File: src/design/rps_pkg.sv
// rps_pkg: shared types, codes and constants of the permutation shuffle engine
// used by rps_ctrl, rps_datapath and random_permutation_shuffle
`default_nettype none

package rps_pkg;

  // fixed field widths
  localparam int TABLE_W    = 12;
  localparam int OPC_W      = 2;
  localparam int FRAC_W     = 32;
  localparam int RIDX_W     = 12;
  localparam int CFG_IDX_W  = 2;
  localparam int CFG_DATA_W = 9;
  localparam int LOGW_W     = 2;
  localparam int BLK_W      = 9;
  localparam int FACTOR_W   = 4;
  localparam int CALC_W     = 13;

  // configuration register indexes
  localparam logic [CFG_IDX_W-1:0] CFG_LOG_WIDTH   = 2'd0;
  localparam logic [CFG_IDX_W-1:0] CFG_BLOCK_COUNT = 2'd1;
  localparam logic [CFG_IDX_W-1:0] CFG_SHORT_MODE  = 2'd2;

  // configuration reset values
  localparam logic [LOGW_W-1:0] LOGW_RESET  = 2'd1;
  localparam logic [BLK_W-1:0]  BLK_RESET   = 9'd256;
  localparam logic              SHORT_RESET = 1'b0;

  typedef enum logic [OPC_W-1:0] {
    OP_START = 2'd0,
    OP_STEP  = 2'd1,
    OP_READ  = 2'd2,
    OP_NONE  = 2'd3
  } opcode_e;

  typedef enum logic [2:0] {
    ST_IDLE,
    ST_DECODE,
    ST_FILL,
    ST_STEP_J,
    ST_STEP_W1,
    ST_STEP_W2,
    ST_READ_WAIT,
    ST_FINISH
  } ctrl_state_e;

  // table read address source
  typedef enum logic [1:0] {
    RD_STEP,
    RD_J,
    RD_IDX
  } rd_sel_e;

  // table write address and data source
  typedef enum logic [1:0] {
    WR_FILL,
    WR_I,
    WR_J
  } wr_sel_e;

  // result register update
  typedef enum logic [1:0] {
    RES_KEEP,
    RES_FLAG,
    RES_OK_ZERO,
    RES_OK_RDATA
  } res_sel_e;

  typedef struct packed {
    logic     load_item;
    logic     start_latch;
    logic     fill_adv;
    logic     mult_load;
    logic     j_load;
    logic     cap_ti;
    logic     step_adv;
    logic     rd_en;
    rd_sel_e  rd_sel;
    logic     wr_en;
    wr_sel_e  wr_sel;
    res_sel_e res_sel;
    logic     out_load;
  } dp_cmd_t;

  typedef struct packed {
    opcode_e opcode;
    logic    len_ok;
    logic    step_ok;
    logic    read_ok;
    logic    fill_last;
  } dp_sts_t;

  // odd factor 2*2^log_width-1, one less in short mode
  function automatic logic [FACTOR_W-1:0] length_factor(input logic [LOGW_W-1:0] lw,
                                                        input logic              sm);
    logic [FACTOR_W-1:0] f;
    case (lw)
      2'd0:    f = 4'd1;
      2'd1:    f = 4'd3;
      2'd2:    f = 4'd7;
      2'd3:    f = 4'd15;
      default: f = 4'd1;
    endcase
    return f - FACTOR_W'(sm);
  endfunction

endpackage

`default_nettype wire

File: src/design/rps_ctrl.sv
// rps_ctrl: sequencer for start fill, swap, read and output handshake
// depends on rps_pkg
`default_nettype none

module rps_ctrl import rps_pkg::*; (
  input  wire logic    clk_i,
  input  wire logic    rst_ni,
  input  wire logic    in_valid_i,
  output logic         in_ready_o,
  output logic         out_valid_o,
  input  wire logic    out_ready_i,
  input  wire dp_sts_t sts_i,
  output dp_cmd_t      cmd_o
);

  ctrl_state_e state_q, state_d;
  logic        out_valid_q, out_valid_d;

  // state and output valid registers
  always_ff @(posedge clk_i or negedge rst_ni) begin
    if (!rst_ni) begin
      state_q     <= ST_IDLE;
      out_valid_q <= 1'b0;
    end else begin
      state_q     <= state_d;
      out_valid_q <= out_valid_d;
    end
  end

  assign in_ready_o  = (state_q == ST_IDLE);
  assign out_valid_o = out_valid_q;

  // next state and datapath commands
  always_comb begin
    state_d = state_q;
    cmd_o   = '0;
    cmd_o.rd_sel  = RD_STEP;
    cmd_o.wr_sel  = WR_FILL;
    cmd_o.res_sel = RES_KEEP;
    out_valid_d = out_valid_q;
    if (out_valid_q && out_ready_i) begin
      out_valid_d = 1'b0;
    end

    case (state_q)
      ST_IDLE: begin
        if (in_valid_i) begin
          cmd_o.load_item = 1'b1;
          state_d = ST_DECODE;
        end
      end
      ST_DECODE: begin
        case (sts_i.opcode)
          OP_START: begin
            if (sts_i.len_ok) begin
              cmd_o.start_latch = 1'b1;
              state_d = ST_FILL;
            end else begin
              cmd_o.res_sel = RES_FLAG;
              state_d = ST_FINISH;
            end
          end
          OP_STEP: begin
            if (sts_i.step_ok) begin
              cmd_o.rd_en     = 1'b1;
              cmd_o.rd_sel    = RD_STEP;
              cmd_o.mult_load = 1'b1;
              state_d = ST_STEP_J;
            end else begin
              cmd_o.res_sel = RES_FLAG;
              state_d = ST_FINISH;
            end
          end
          OP_READ: begin
            if (sts_i.read_ok) begin
              cmd_o.rd_en  = 1'b1;
              cmd_o.rd_sel = RD_IDX;
              state_d = ST_READ_WAIT;
            end else begin
              cmd_o.res_sel = RES_FLAG;
              state_d = ST_FINISH;
            end
          end
          default: begin
            cmd_o.res_sel = RES_FLAG;
            state_d = ST_FINISH;
          end
        endcase
      end
      // identity fill, one entry per cycle
      ST_FILL: begin
        cmd_o.wr_en    = 1'b1;
        cmd_o.wr_sel   = WR_FILL;
        cmd_o.fill_adv = 1'b1;
        if (sts_i.fill_last) begin
          cmd_o.res_sel = RES_OK_ZERO;
          state_d = ST_FINISH;
        end
      end
      // entry i arrives, fetch entry j
      ST_STEP_J: begin
        cmd_o.rd_en  = 1'b1;
        cmd_o.rd_sel = RD_J;
        cmd_o.j_load = 1'b1;
        cmd_o.cap_ti = 1'b1;
        state_d = ST_STEP_W1;
      end
      // entry j arrives, write it to position i
      ST_STEP_W1: begin
        cmd_o.wr_en   = 1'b1;
        cmd_o.wr_sel  = WR_I;
        cmd_o.res_sel = RES_OK_RDATA;
        state_d = ST_STEP_W2;
      end
      // old entry i to position j
      ST_STEP_W2: begin
        cmd_o.wr_en    = 1'b1;
        cmd_o.wr_sel   = WR_J;
        cmd_o.step_adv = 1'b1;
        state_d = ST_FINISH;
      end
      ST_READ_WAIT: begin
        cmd_o.res_sel = RES_OK_RDATA;
        state_d = ST_FINISH;
      end
      // hand the result to the output register once it is free
      ST_FINISH: begin
        if (!out_valid_q || out_ready_i) begin
          cmd_o.out_load = 1'b1;
          out_valid_d = 1'b1;
          state_d = ST_IDLE;
        end
      end
      default: begin
        state_d = ST_IDLE;
      end
    endcase
  end

  // accepted item is decoded next cycle
  a_accept_decode: assert property (@(posedge clk_i) disable iff (!rst_ni)
    in_valid_i && in_ready_o |=> state_q == ST_DECODE)
    else $error("accepted item not decoded");

  // result load always raises output valid
  a_load_valid: assert property (@(posedge clk_i) disable iff (!rst_ni)
    cmd_o.out_load |=> out_valid_q)
    else $error("result load lost");

  // the table is never read and written in one cycle
  a_no_rw: assert property (@(posedge clk_i) disable iff (!rst_ni)
    cmd_o.wr_en |-> !cmd_o.rd_en)
    else $error("table read and write collide");

  // swap only runs while a step is still allowed
  a_swap_legal: assert property (@(posedge clk_i) disable iff (!rst_ni)
    (state_q == ST_STEP_J || state_q == ST_STEP_W1) |-> sts_i.step_ok)
    else $error("swap past done");

endmodule

`default_nettype wire

File: config.mk
export PLATFORM = sky130hd
export DESIGN_NAME = rps_ctrl
export DESIGN_NICKNAME = d
export VERILOG_FILES = /design/src/design/rps_pkg.sv /design/src/design/rps_ctrl.sv
export SDC_FILE = /design/constraint.sdc
export NUM_CORES = 1
export LEC_CHECK = 0
export ABC_AREA = 1
export CORE_AREA = 2 2 39 41
export DETAILED_ROUTE_END_ITERATION = 8
export DIE_AREA = 0 0 41 43
export DONT_BUFFER_PORTS = 1
export GPL_TIMING_DRIVEN = 0
export PLACE_DENSITY = 0.72
export SYNTH_ARGS = -nofsm -noshare
export SYNTH_HDL_FRONTEND = slang
export SYNTH_SLANG_ARGS = --single-unit
File: constraint.sdc
create_clock -name clk_i -period 2.6 [get_ports clk_i]
set_clock_uncertainty 0.15 [all_clocks]
set_input_delay 0.39 -clock clk_i [delete_from_list [all_inputs] [get_ports clk_i]]
set_output_delay 0.39 -clock clk_i [all_outputs]
set_load 0.02 [all_outputs]
==> flow_metrics.env, run 1 <==
export IMPL_outcome="finished, final reports clean"
export IMPL_critPathKind="flip-flop to output pin"
export IMPL_clk_latency_ns=0.22
export IMPL_drt_total_wl_um=1050
export IMPL_layout_drive_gt1_share=0.224
export IMPL_start_kind="flip-flop"
export IMPL_grt_pass1_wl_um=1660
export IMPL_r2r_slack_ns=0.77
export IMPL_dr_first_iter_drc_count=3
export IMPL_num_vias=527
export IMPL_end_kind="output pin"
export IMPL_gp_congestion=0.737
export IMPL_first_pass_iters=2
export IMPL_post_cts_resized=0
export IMPL_synth_cell_types=18
export IMPL_antenna_found_initial=0
export IMPL_hold_path_class="input pin to flip-flop"
export IMPL_finalWorstSetupSlack_ns=0.514
export IMPL_synth_nets=112
export IMPL_fin_tns_setup_ns=0
export IMPL_cts_sinks=4
export IMPL_rows=14
export IMPL_clk_pin_slew_worst_paths_ns=0.04
export IMPL_syn2layout_area_growth_pct=8.77
export IMPL_grt_max_degree=9
export IMPL_regArea_um2=100
export IMPL_cp_required_ns=2.06
export IMPL_boundaryPins=28
export IMPL_die_w_um=41
export IMPL_synth_area_um2=599
export IMPL_path_cells="inv_1 -> ha_1 -> nand2_4 -> nor3_1"
export IMPL_cellPowerDensity_nw_per_um2=1250
export IMPL_cts_max_level=1
export IMPL_fillers=150
export IMPL_synth_seq_cells=4
export IMPL_cpPeakStageDelay_ns=0.49
export IMPL_slowest_stage="nor3_1"
export IMPL_start_util=0.433
export IMPL_grt_usage=0.134
export IMPL_cts_root_buf="clkbuf_4"
export IMPL_post_place_ws_ns=0.735
export IMPL_max_slew_margin=0.585
export IMPL_syn_inst=94
export IMPL_nets=118
export IMPL_num_antenna_cells=0
export IMPL_final_antenna_net_count=0
export IMPL_critPathBufInv=1
export IMPL_wire_per_inst_um=9.17
export IMPL_viasPerCell=4.62
export IMPL_synth_warnings=0
export IMPL_tritoncts="yes"
export IMPL_drv_cap=0
export IMPL_irDropWorstVdd_mv=0.459
export IMPL_hold_violations=0
export IMPL_syn_area_per_cell_um2=6.38
export IMPL_finalPower_mw=0.814
export IMPL_drcViolationCount=0
export IMPL_tightest_slew_ns=0.618
export IMPL_period_needed_ns=2.09
export IMPL_ys_seq_area_frac=0.167
export IMPL_cp_top_family="simple AND/OR/NAND/NOR gates"
export IMPL_grt_overflow=0
export IMPL_cp_max_fo=5
export IMPL_critical_path_arrival_ns=1.55
export IMPL_multi_input_area_um2=374
export IMPL_numCtsBuffers=3
export IMPL_portBuffers=0
export IMPL_die_area_um2=1760
export IMPL_rsz0062_at_grt="false"
export IMPL_fp_dieH_um=43
export IMPL_core_um2=1380
export IMPL_drv_slew=0
export IMPL_cts_buffer_depth=2
export IMPL_leakagePower_nw=0.434
export IMPL_dp_hpwl_um=925
export IMPL_fin_crit_sh=0.802
export IMPL_setup_viol=0
export IMPL_grt_pass1_vias=477
export IMPL_max_freq_ghz=0.479
timing repair:
action                                 in CTS  in global routing
hold buffers                                1                  0
buffers inserted                            0                  0
endpoints found under the hold margin       4                  0
flip-flops by register name (all words and copies together), names as in the netlist:
| signal | count |
|---|---|
| state_q | 3 |
| out_valid_o | 1 |
cells by family after synthesis:
family          count (synthesis)  synth area share
simple gates                   48             0.397
flops                           4             0.167
fa+ha+maj                       8             0.167
buf+inv                        27             0.209
compound gates                  7            0.0605
cell type report:
cell class | instances | area share
clock buffer | 3 | 0.0345
inverter | 23 | 0.140
multi-input combinational | 63 | 0.574
timing repair buffer | 1 | 0.0154
tap | 16 | 0.0307
buffer | 4 | 0.0518
sequential | 4 | 0.154
power breakdown:
part           switching, mW  total, mW  internal, mW
clock                 0.0211     0.0724        0.0513
sequential            0.0336      0.129        0.0955
combinational          0.422      0.613         0.190
worst paths after layout:
path	start	end	cells after the start
max	state_q[1]$_DFFE_PN0P_	cmd_o[7]	4
max reg2reg	state_q[0]$_DFFE_PN0P_	state_q[2]$_DFFE_PN0P_	9
min	out_ready_i	out_valid_o$_DFF_PN0_	3
min in group asynchronous	rst_ni	out_valid_o$_DFF_PN0_	1
max in group asynchronous	rst_ni	state_q[0]$_DFFE_PN0P_	1
min reg2reg	state_q[0]$_DFFE_PN0P_	state_q[0]$_DFFE_PN0P_	2
Yosys cell counts (all sizes together):
cell type	count	area [um^2]
nand2	29	139
inv	23	91.3
nor2	11	53.8
ha	8	100
o21ai	6	30.0
nand3	5	30.0
buf	4	33.8
dfrtp	4	100
nor3	3	15.0
o22ai	1	6.26
cells in the final DEF (no fill, tap or decap):
cell type and count:
nand3_1 4, o22ai_1 1, nor2_2 5, inv_6 1, nor3_1 3, inv_1 20, inv_2 2, nor2_1 6
o21ai_0 5, o21ai_1 1, nand2_1 23, nand2_2 3, buf_4 3, nand3_2 1, nand2_4 3, clkbuf_4 3
dfrtp_1 4, ha_1 8, buf_6 1, dlygate4sd3_1 1
worst register-to-register path: cells and delay by family (launching register included):
kind	cells	cell delay, ns
adder cells (fa/ha/maj)	1	0.20
buffers and inverters	2	0.17
flip-flops	1	0.42
AND/OR/NAND/NOR	6	0.77
metrics by stage:
step                 util  cell area (um^2)  hold slack, ns  instances
global placement    0.448               619         -0.0555        110
global route        0.471               652           0.264        114
floorplan               -               599         -0.0556         94
detailed placement  0.448               619         -0.0555        110
finish              0.471               652           0.244        114
CTS                 0.471               652           0.234        114
layer usage:
| metal | vias to the layer above | routed length, um | global-route usage |
|---|---|---|---|
| met4 | 0 | 0 | 0.0800 |
| li1 | 285 | - | - |
| met3 | 0 | 44 | 0 |
| met2 | 11 | 541 | 0.228 |
| met5 | - | 0 | 0 |
| met1 | 231 | 459 | 0.157 |
Power figures use the tool's default switching activity.
==> run 2: changes to the inputs <==
--- a/config.mk
+++ b/config.mk
@@ -5,13 +5,13 @@
 export SDC_FILE = /design/constraint.sdc
 export NUM_CORES = 1
 export LEC_CHECK = 0
-export ABC_AREA = 1
+export ABC_AREA = 0
 export CORE_AREA = 2 2 39 41
 export DETAILED_ROUTE_END_ITERATION = 8
 export DIE_AREA = 0 0 41 43
 export DONT_BUFFER_PORTS = 1
 export GPL_TIMING_DRIVEN = 0
-export PLACE_DENSITY = 0.72
+export PLACE_DENSITY = 0.69
 export SYNTH_ARGS = -nofsm -noshare
 export SYNTH_HDL_FRONTEND = slang
 export SYNTH_SLANG_ARGS = --single-unit
==> constraint.sdc (replaced) <==
create_clock -name clk_i -period 1.7 [get_ports clk_i]
set_clock_uncertainty 0.15 [all_clocks]
set_input_delay 0.255 -clock clk_i [delete_from_list [all_inputs] [get_ports clk_i]]
set_output_delay 0.255 -clock clk_i [all_outputs]
set_load 0.02 [all_outputs]
==> run 2 against run 1 <==
  * The run now ends with setup timing left
  * Largest cell class unchanged
  * Synthesized area fell by 10%
  * Non-clock buffer count rose by 5
  * Worst hold slack got worse by 0.16 ns
  * Total power rose by 95%
  * Clock-buffer cell count did not move
  * Die area did not move
  * Wire length rose by 24%
  * Clock power rose by 74%
  * Critical path type unchanged
  * Flip-flop and latch count did not move
==> flow_metrics.env, run 2 <==
export IMPL_outcome="complete, but fails checks"
export IMPL_cp_top_family="flip-flops"
export IMPL_path_cells="buf_12 -> ha_4 -> and2_4 -> nor2_4 -> nand2_4"
export IMPL_rsz0062_at_grt="true"
export IMPL_cellPowerDensity_nw_per_um2=2000
export IMPL_start_kind="flip-flop"
export IMPL_post_place_ws_ns=-0.111
export IMPL_first_pass_iters=4
export IMPL_synth_area_leaders="dfrtp_1, ha_1, inv_1"
export IMPL_grt_pass1_vias=516
export IMPL_drv_slew=0
export IMPL_grt_max_degree=11
export IMPL_hold_ws_ns=0.0859
export IMPL_regArea_um2=103
export IMPL_clk_pin_slew_worst_paths_ns=0.04
export IMPL_critPathKind="flip-flop to output pin"
export IMPL_nets=96
export IMPL_start_util=0.388
export IMPL_synth_nets=85
export IMPL_num_antenna_cells=0
export IMPL_num_vias=507
export IMPL_final_instance_count_excl_fill=92
export IMPL_syn_area_per_cell_um2=8.01
export IMPL_cts_max_level=1
export IMPL_antenna_found_initial=0
export IMPL_die_w_um=41
export IMPL_drt_total_wl_um=1300
export IMPL_hold_path_class="input pin to flip-flop"
export IMPL_core_um2=1380
export IMPL_layout_drive_gt1_share=0.539
export IMPL_hold_violations=0
export IMPL_rows=14
export IMPL_dp_hpwl_um=925
export IMPL_cp_required_ns=1.29
export IMPL_synth_main_ff_cell="dfrtp_1"
export IMPL_max_freq_ghz=0.561
export IMPL_end_kind="output pin"
export IMPL_final_antenna_net_count=0
export IMPL_wire_per_inst_um=14.1
export IMPL_synth_largest_area_cell="dfrtp_1"
export IMPL_finalWorstSetupSlack_ns=-0.0836
export IMPL_syn_inst=67
export IMPL_grt_pass1_wl_um=2130
export IMPL_synth_edf_count=0
export IMPL_mostFrequentLayoutCell="buf_4"
export IMPL_tightest_slew_ns=0.359
export IMPL_irDropWorstVdd_mv=0.791
export IMPL_largest_reg_flops=3
export IMPL_cts_buffer_depth=2
export IMPL_cts_root_buf="clkbuf_4"
export IMPL_critical_path_arrival_ns=1.38
export IMPL_drv_cap=0
export IMPL_largest_register="state_q"
export IMPL_slowest_stage="dfrtp_2"
export IMPL_dp_cells=83
export IMPL_drcViolationCount=0
export IMPL_setup_viol=10
export IMPL_async_reset_ff_frac=1.00
export IMPL_cts_sinks=4
export IMPL_dr_first_iter_drc_count=6
export IMPL_grt_overflow=0
export IMPL_tritoncts="yes"
export IMPL_boundaryPins=28
export IMPL_numCtsBuffers=3
export IMPL_netlist_area_leader_share=0.186
export IMPL_grt_usage=0.175
export IMPL_critPathBufInv=1
export IMPL_cp_max_fo=6
export IMPL_ys_seq_area_frac=0.186
export IMPL_multi_input_area_um2=519
export IMPL_synth_commonest_cells="ha_1, inv_1, nand2_1"
export IMPL_clk_latency_ns=0.25
export IMPL_leakagePower_nw=0.348
export IMPL_fin_crit_sh=1.05
export IMPL_gp_congestion=0.690
export IMPL_max_slew_margin=0.760
export IMPL_syn2layout_area_growth_pct=47.8
export IMPL_layout_common_cells="buf_4, nand2_1, inv_1, o21ai_0, ha_1"
export IMPL_synth_warnings=0
export IMPL_fillers=119
export IMPL_synth_area_um2=537
export IMPL_portBuffers=0
export IMPL_period_needed_ns=1.78
export IMPL_place_area_um2=559
export IMPL_failed_checks="setup timing"
export IMPL_cpPeakStageDelay_ns=0.44
export IMPL_viasPerCell=5.51
export IMPL_fp_dieH_um=43
export IMPL_die_area_um2=1760
export IMPL_postLayoutCellArea_um2=793
export IMPL_synth_seq_cells=4
export IMPL_synth_cell_types=28
==> run 2: cell count changes after synthesis, moves of 3 or more <==
| cell | previous run | this run |
|---|---|---|
| nand2b_1 | 0 | 4 |
| inv_1 | 20 | 8 |
| nor2b_1 | 0 | 4 |
| nand2_1 | 23 | 6 |
| nor3_1 | 3 | 0 |
| nand2_4 | 3 | 0 |
| nand2_2 | 3 | 0 |
| nand3_1 | 4 | 1 |
| nor2_2 | 5 | 0 |
==> run 2: through the flow <==
step                TNS (ns)   util  power (mW)
finish                -0.373  0.573        1.58
global route           -1.27  0.573        1.73
CTS                   -0.434  0.520        1.43
floorplan                  0      -       0.936
detailed placement    -0.289  0.404        1.05
global placement      -0.295  0.404        1.04
==> run 2: path summary, 6_finish.rpt <==
path	start	cells after the start	end	slack (ns)
setup reg to reg	state_q[0]$_DFFE_PN0P_	5	state_q[2]$_DFFE_PN0P_	-0.04
hold reg to reg	state_q[0]$_DFFE_PN0P_	1	state_q[0]$_DFFE_PN0P_	0.45
max in group asynchronous	rst_ni	1	state_q[1]$_DFFE_PN0P_	1.06
hold / removal	out_ready_i	2	state_q[2]$_DFFE_PN0P_	0.09
setup / recovery	state_q[0]$_DFFE_PN0P_	5	cmd_o[5]	-0.08
min in group asynchronous	rst_ni	1	state_q[2]$_DFFE_PN0P_	0.13
==> run 2: layer usage <==
metal,vias to the layer above,GRT usage,part of all wire
met2,17,0.263,0.52
li1,250,-,-
met1,238,0.215,0.41
met3,2,0.0733,0.056
met5,-,0,0
met4,0,0.0600,0.015
==> run 2: kinds of logic (layout without fill, tap and decap cells) <==
group / count (synthesis) / in the layout / share of synthesized area
AO/OA/AOI/OAI: 13 / 13 / 0.177
buffers and inverters: 12 / 21 / 0.107
adder cells (fa/ha/maj): 8 / 8 / 0.186
flip-flops: 4 / 4 / 0.186
AND/OR/NAND/NOR: 30 / 30 / 0.343
==> run 2: final cells by class <==
class / instances / area share
Multi-Input combinational cell: 51 / 0.655
Sequential cell: 4 / 0.129
Timing Repair Buffer: 6 / 0.0789
Buffer: 4 / 0.0426
Inverter: 8 / 0.0410
Clock buffer: 3 / 0.0284
Tap cell: 16 / 0.0252
==> run 2: repair_timing <==
action / in CTS / in global routing
endpoints found under the hold margin: 5 / 0
gates cloned: 0 / 0
buffers inserted: 2 / 2
gates resized for setup: 34 / 8
endpoints found under the setup margin: 16 / 16
pin swaps: 4 / 6
hold buffers: 2 / 0
==> run 2: power breakdown <==
group          switching [mW]  internal [mW]  total (mW)
clock                  0.0462         0.0794       0.126
combinational           0.663          0.545        1.21
sequential             0.0990          0.152       0.251
==> run 2: worst register-to-register path: stages, from the launching register on <==
cell	delay [ns]
dfrtp_2	0.41
inv_2	0.09
ha_4	0.19
or4_4	0.54
nor4_4	0.15
o31ai_1	0.09
==> run 3: changes to the inputs <==
--- a/config.mk
+++ b/config.mk
@@ -11,7 +11,7 @@
 export DIE_AREA = 0 0 41 43
 export DONT_BUFFER_PORTS = 1
 export GPL_TIMING_DRIVEN = 0
-export PLACE_DENSITY = 0.69
+export PLACE_DENSITY_LB_ADDON = 0.15
 export SYNTH_ARGS = -nofsm -noshare
 export SYNTH_HDL_FRONTEND = slang
 export SYNTH_SLANG_ARGS = --single-unit
==> run 3 against run 2 <==
  * The run still ends with setup timing left
  * Core utilization grew 0.18 points
  * Combinational power hardly changed
  * Register-to-register slack about the same
  * Clock power is 10% lower
  * Global-route usage shrank 2.3 points
==> flow_metrics.env, run 3 (synthesized netlist as in run 2, its figures left out) <==
export IMPL_setup_viol=7
export IMPL_tightest_slew_ns=0.377
export IMPL_p_clk_frac=0.072
export IMPL_power_frac_seq=0.157
export IMPL_cts_max_level=1
export IMPL_dr_first_iter_drc_count=7
export IMPL_max_slew_margin=0.748
export IMPL_cts_buffer_depth=2
export IMPL_fillers=126
export IMPL_drt_total_wl_um=1280
export IMPL_wire_per_inst_um=14.1
export IMPL_met1_usage=0.184
export IMPL_outcome="complete, but fails checks"
export IMPL_core_um2=1380
export IMPL_grt_max_degree=11
export IMPL_largest_reg_flops=3
export IMPL_cp_required_ns=1.29
export IMPL_clk_pin_slew_worst_paths_ns=0.04
export IMPL_p_switching_mw=0.803
export IMPL_layout_drive_gt1_share=0.533
export IMPL_failed_checks="setup timing"
export IMPL_hold_violations=0
export IMPL_met2_usage=0.247
export IMPL_boundaryPins=28
export IMPL_nets=95
export IMPL_grt_pass1_wl_um=1810
export IMPL_finalWorstSetupSlack_ns=-0.0727
export IMPL_pwr_share_comb=0.771
export IMPL_portBuffers=0
export IMPL_drcViolationCount=0
export IMPL_num_antenna_cells=0
export IMPL_path_cells="buf_12 -> ha_4 -> and2_4 -> nor2_4 -> nand2_4"
export IMPL_cellPowerDensity_nw_per_um2=1990
export IMPL_drv_slew=0
export IMPL_postLayoutCellArea_um2=796
export IMPL_first_pass_iters=3
export IMPL_start_util=0.388
export IMPL_start_kind="flip-flop"
export IMPL_grt_usage=0.152
export IMPL_final_antenna_net_count=0
export IMPL_rows=14
export IMPL_rsz0062_at_grt="true"
export IMPL_clk_latency_ns=0.23
export IMPL_cts_sinks=4
export IMPL_die_w_um=41
export IMPL_end_kind="output pin"
export IMPL_layout_common_cells="inv_1, buf_4, nand2_1"
export IMPL_syn2layout_area_growth_pct=48.3
export IMPL_antenna_found_initial=0
export IMPL_critPathKind="flip-flop to output pin"
export IMPL_die_area_um2=1760
export IMPL_internal_power_mw=0.780
export IMPL_fin_crit_sh=1.04
export IMPL_dp_hpwl_um=903
export IMPL_cp_max_fo=7
export IMPL_largest_register="state_q"
export IMPL_viasPerCell=5.45
export IMPL_drv_cap=0
export IMPL_leakagePower_nw=0.351
export IMPL_critical_path_arrival_ns=1.37
export IMPL_use_met3=0.0157
export IMPL_post_place_ws_ns=-0.127
export IMPL_place_area_um2=559
export IMPL_numCtsBuffers=3
export IMPL_switching_share=0.507
export IMPL_cpPeakStageDelay_ns=0.43
export IMPL_num_vias=496
export IMPL_gp_congestion=0.761
export IMPL_grt_overflow=0
export IMPL_hold_path_class="input pin to asynchronous set/reset pin"
export IMPL_period_needed_ns=1.77
export IMPL_slowest_stage="dfrtp_2"
export IMPL_tritoncts="yes"
export IMPL_busiest_layer="met2"
export IMPL_max_freq_ghz=0.564
export IMPL_fp_dieH_um=43
export IMPL_grt_pass1_vias=463
export IMPL_irDropWorstVdd_mv=1.03
export IMPL_cts_root_buf="clkbuf_4"
## run 3: cell count changes in the layout (fill, tap and decap cells not counted)
cell	before	now
inv_1	4	5
o21ai_0	4	3
nand2b_2	1	0
o31ai_2	0	1
o21ai_1	0	1
o31ai_1	1	0
nand2b_4	1	2
inv_2	3	2
buf_4	6	5
## run 3: cell type report
cell class / instances / area (um^2) / area share
Buffer: 4 / 33.8 / 0.0425
Clock buffer: 3 / 22.5 / 0.0283
Inverter: 8 / 32.5 / 0.0409
Multi-Input combinational cell: 51 / 529 / 0.665
Sequential cell: 4 / 103 / 0.129
Tap cell: 16 / 20.0 / 0.0252
Timing Repair Buffer: 5 / 55.1 / 0.0692
## run 3: power by group through the flow
stage               clock (mW)  combinational, mW  sequential [mW]
floorplan                    0              0.731            0.206
CTS                      0.121               1.00            0.233
finish                   0.113               1.22            0.248
global route             0.127               1.32            0.261
global placement             0              0.842            0.220
detailed placement           0              0.835            0.222
## run 3: timing repair
action                                  4_1_cts  5_1_grt
hold endpoints to repair                      5        0
pin swaps                                     2        5
gates resized for setup                      27       17
endpoints found under the setup margin       15       16
setup buffers                                 1        2
hold buffers                                  2        0
## run 3: path summary, 6_finish.rpt
path / from / end / slack, ns / depth (start not counted)
max in group asynchronous: rst_ni / state_q[1]$_DFFE_PN0P_ / 1.08 / 1
setup / recovery: state_q[0]$_DFFE_PN0P_ / cmd_o[5] / -0.07 / 5
setup reg to reg: state_q[0]$_DFFE_PN0P_ / state_q[2]$_DFFE_PN0P_ / -0.04 / 5
hold reg to reg: state_q[1]$_DFFE_PN0P_ / state_q[1]$_DFFE_PN0P_ / 0.56 / 2
hold / removal: rst_ni / out_valid_o$_DFF_PN0_ / 0.14 / 1
min in group clk_i: out_ready_i / state_q[2]$_DFFE_PN0P_ / 0.16 / 2
## run 3: through the flow
stage	std cells	hold slack [ns]	power [mW]	util	TNS (ns)
final	91	0.138	1.58	0.575	-0.266
after global routing	91	0.130	1.71	0.575	-0.864
after CTS	89	0.130	1.36	0.497	-0.569
after detailed placement	83	-0.190	1.06	0.404	-0.338
after global placement	83	-0.190	1.06	0.404	-0.389
after floorplan	67	-0.191	0.936	-	0
## run 3: layer usage
metal	wire length, um	up-vias
li1	-	250
met1	537	230
met2	676	16
met3	67	0
met4	0	0
met5	0	-
## run 3: critical path, delay by kind of cell, from the launching register on
family | cells | cell delay, ns
flops | 1 | 0.43
simple gates | 3 | 0.40
fa+ha+maj | 1 | 0.17
buf+inv | 1 | 0.14
